<file path="config.mk">
export PLATFORM = sky130hd
export DESIGN_NAME = fbvs_ram
export DESIGN_NICKNAME = d
export VERILOG_FILES = /design/src/fbvs_ram.sv
export SDC_FILE = /design/constraint.sdc
export NUM_CORES = 2
export LEC_CHECK = 0
export CAP_MARGIN = 20
export CORE_MARGIN = 2
export CORE_UTILIZATION = 36
export DETAILED_ROUTE_END_ITERATION = 8
export DONT_BUFFER_PORTS = 1
export PLACE_DENSITY_LB_ADDON = 0.05
export SKIP_LAST_GASP = 1
export SYNTH_ARGS = -nofsm -noshare
export SYNTH_HDL_FRONTEND = slang
export SYNTH_SLANG_ARGS = --single-unit
</file>
<file path="constraint.sdc">
create_clock -name clk -period 3 [get_ports clk]
set_input_delay 0 -clock clk [delete_from_list [all_inputs] [get_ports clk]]
set_output_delay 0 -clock clk [all_outputs]
set_load 0.02 [all_outputs]
</file>
<file path="src/fbvs_ram.sv">
// ---------------------------------------------------------------------------
// fbvs_ram
// Simple dual-port RAM: one write port, one read port with registered data.
// ---------------------------------------------------------------------------
module fbvs_ram #(
	parameter int WIDTH = 32,
	parameter int DEPTH = 64,
	parameter int AW    = (DEPTH > 1) ? $clog2(DEPTH) : 1
) (
	input  logic             clk,
	input  logic             we,
	input  logic [AW-1:0]    waddr,
	input  logic [WIDTH-1:0] wdata,
	input  logic             re,
	input  logic [AW-1:0]    raddr,
	output logic [WIDTH-1:0] rdata
);

	logic [WIDTH-1:0] mem [DEPTH];

	// write port
	always_ff @(posedge clk) begin
		if (we) begin
			mem[waddr] <= wdata;
		end
	end

	// registered read port
	always_ff @(posedge clk) begin
		if (re) begin
			rdata <= mem[raddr];
		end
	end

endmodule

</file>
==> impl_metrics.tcl <==
set metrics [dict create \
    htreeDepth 4 \
    synth_area_um2 78800 \
    comb_power_share 0.050 \
    maxCapViolCount 0 \
    ys_warn_count 0 \
    p_leak_uw 0.0286 \
    p_per_area_nw_per_um2 667 \
    clkSlewWorstSetupHoldPaths_ns 0.06 \
    tns_ns 0 \
    tightest_slew_ns 1.63 \
    ys_ff_latch 2080 \
    grt_pass1_vias 38603 \
    skew_ns 0.0253 \
    timing.slew.headroom -0.0889 \
    rsz0062_at_grt "true" \
    violations "max-slew violations" \
    final_common_cell "edfxtp_1" \
    period_share 0.972 \
    ir_drop_v 0.000619 \
    firstDrtPassIters 5 \
    drive_gt1_frac 0.292 \
    setup_violations 0 \
    synth_nets 3371 \
    cp_num_buf_inv 2 \
    post_cts_buffers 0 \
    max_stage_delay_ns 0.57 \
    fin_util 0.427 \
    crit_fanout 1 \
    setup_ws_ns 0.0831 \
    yosysUniqueCellTypes 33 \
    clockRootBuffer "clkbuf_16" \
    min_period_ns 2.92 \
    slew_violations 48 \
    end_kind "register" \
    crit_chain "mux4_2, o22ai_1, nor2_1, a21oi_1, dlygate4sd3_1, nor2_1, dlygate4sd3_1" \
    cts_buffers 222 \
    design_area_um2 92800 \
    drc 0 \
    drt_iter0_drc 4360 \
    dieArea_um2 223000 \
    yosysSeqAreaShare 0.792 \
    overflow 0 \
    cts_tree "done" \
    routed_wl_um 240000 \
    initial_core_util 0.363 \
    post_synth_inst_count 3324 \
    fillers 18498 \
    switching_power_uw 13200 \
    avgSynthCellArea_um2 23.7 \
    required_ns 3.62 \
    status "finished with violations" \
    post_drt_wl_per_cell_um 36.0 \
    pre_cts_ws_ns 0.166 \
    seq_power_share 0.524 \
    viasPerCell 5.58 \
    internal_power_uw 48700 \
    critPathKind "register to register" \
    critical-path-top-delay-family "buffers and inverters" \
    nNetsFinal 3662 \
    coreArea_um2 217000 \
    io-pin-count 79 \
    power_uw 61900 \
    gp_congestion 0.759 \
    dp_hpwl_um 118000 \
    rows 171 \
    cts.sinks 2080 \
    ant_nets 0 \
    clkLatencyLatePin_ns 0.87 \
    cpMaxStageDelayCell "dlygate4sd3_1" \
    antenna_found_initial 26 \
    critical_path_arrival_ns 3.53 \
    cts_buffer_depth 3 \
    port_buffers 0 \
    grt_use_total 0.212 \
    route.vias.total 37253 \
    max_clock_freq_ghz 0.343 \
    grt_max_degree 514 \
    die_y_um 472 \
    hold_viol_final 0 \
    hp-class "primary input to register" \
    areaGrowthSynthToFinish_pct 17.7 \
    fp.dieW_um 472 \
    final_cell_mix "edfxtp_1 (2080), mux4_2 (544), clkbuf_16 (235)" \
    start_kind "register" \
    p_sw_frac 0.213 \
    grt_pass1_wl_um 322000 \
    clock_power_share 0.427 \
    postPlaceCellArea_um2 83700 \
]
==> layout make-up <==
type	count	area, µm²	area share
Antenna cell	16	40.0	0.000432
Sequential cell	2080	62500	0.673
Tap cell	2854	3570	0.0385
Timing Repair Buffer	249	3710	0.0400
Clock inverter	142	1220	0.0131
Multi-Input combinational cell	1062	16000	0.172
Clock buffer	268	5770	0.0622
==> what timing repair did <==
| action | CTS | global route |
|---|---|---|
| hold buffers | 95 | 1 |
| gates resized for setup | 0 | 1 |
| setup endpoints to repair | 0 | 32 |
| hold endpoints to repair | 3688 | 1 |
==> through the flow <==
stage               hold WS (ns)  std cells
global route             0.00920       6661
finish                    0.0634       6671
detailed placement         0.104       6132
global placement           0.105       6132
CTS                      0.00335       6637
floorplan                 0.0989       3324
==> metal layers <==
layer	global-route usage	share of wire	wire length (µm)
met1	0.290	0.42	101000
met2	0.349	0.49	118000
met3	0.0396	0.064	15400
met4	0.0595	0.027	6520
met5	0	0.00017	41
==> power by group through the flow <==
stage / clock [µW] / sequential, µW / combinational, µW
2_1_floorplan: 0 / 33000 / 1570
3_3_place_gp: 0 / 33000 / 1920
3_5_place_dp: 0 / 33000 / 1910
4_1_cts: 27100 / 32400 / 2790
5_1_grt: 28100 / 32400 / 3250
6_report: 26400 / 32400 / 3080
==> cells by family (layout without fill, tap and decap cells) <==
| family | count (synthesis) | after routing | synth area share |
|---|---|---|---|
| DFF | 2080 | 2080 | 0.792 |
| buffers and inverters | 182 | 659 | 0.0112 |
| AOI/OAI and AO/OA | 202 | 202 | 0.0167 |
| and+or+nand+nor | 223 | 223 | 0.0126 |
| muxes | 637 | 637 | 0.167 |
| other | 0 | 16 | 0 |
==> path summary, 6_finish.rpt <==
path / startpoint / slack [ns] / cells past startpoint / to
setup / recovery: mem[55][21]$_DFFE_PP_ / 0.08 / 7 / rdata[21]$_DFFE_PP_
hold / removal: raddr[2] / 0.06 / 6 / rdata[4]$_DFFE_PP_
setup reg to reg: mem[55][21]$_DFFE_PP_ / 0.08 / 7 / rdata[21]$_DFFE_PP_
hold reg to reg: mem[58][3]$_DFFE_PP_ / 1.03 / 4 / rdata[3]$_DFFE_PP_
==> synthesized netlist by cell type <==
library cell | instances | area (µm²)
a21oi_1 | 62 | 310
a22oi_1 | 12 | 90.1
a311oi_1 | 8 | 70.1
a31oi_1 | 1 | 6.26
a41o_1 | 4 | 40.0
and2_1 | 2 | 12.5
and3_1 | 4 | 25.0
buf_1 | 21 | 78.8
buf_2 | 57 | 285
buf_4 | 25 | 188
buf_6 | 5 | 56.3
clkbuf_1 | 74 | 278
edfxtp_1 | 2080 | 62500
mux2i_1 | 93 | 931
mux4_2 | 544 | 12300
nand2_1 | 26 | 97.6
nand2b_1 | 8 | 50.1
nand3_1 | 5 | 25.0
nand3b_1 | 5 | 37.5
nand4_1 | 2 | 12.5
nand4b_1 | 1 | 8.76
nor2_1 | 137 | 514
nor2b_1 | 15 | 93.8
nor3_1 | 7 | 35.0
o221ai_1 | 27 | 236
o22ai_1 | 84 | 526
o32ai_1 | 4 | 35.0
or2_0 | 1 | 6.26
or2_1 | 1 | 6.26
or2_2 | 1 | 6.26
or3_1 | 3 | 18.8
or3b_1 | 2 | 17.5
or3b_2 | 3 | 26.3
==> sequential cells by signal (all words and copies together) (netlist names) <==
register and count:
mem 2048, rdata 32
==> tightest hold or removal path, delay by kind of cell <==
family / cells / cell delay (ns)
AND/OR/NAND/NOR: 2 / 0.28
AO/OA/AOI/OAI: 1 / 0.10
buffers and inverters: 1 / 0.14
multiplexers: 2 / 0.24
Power figures use the tool's default switching activity.
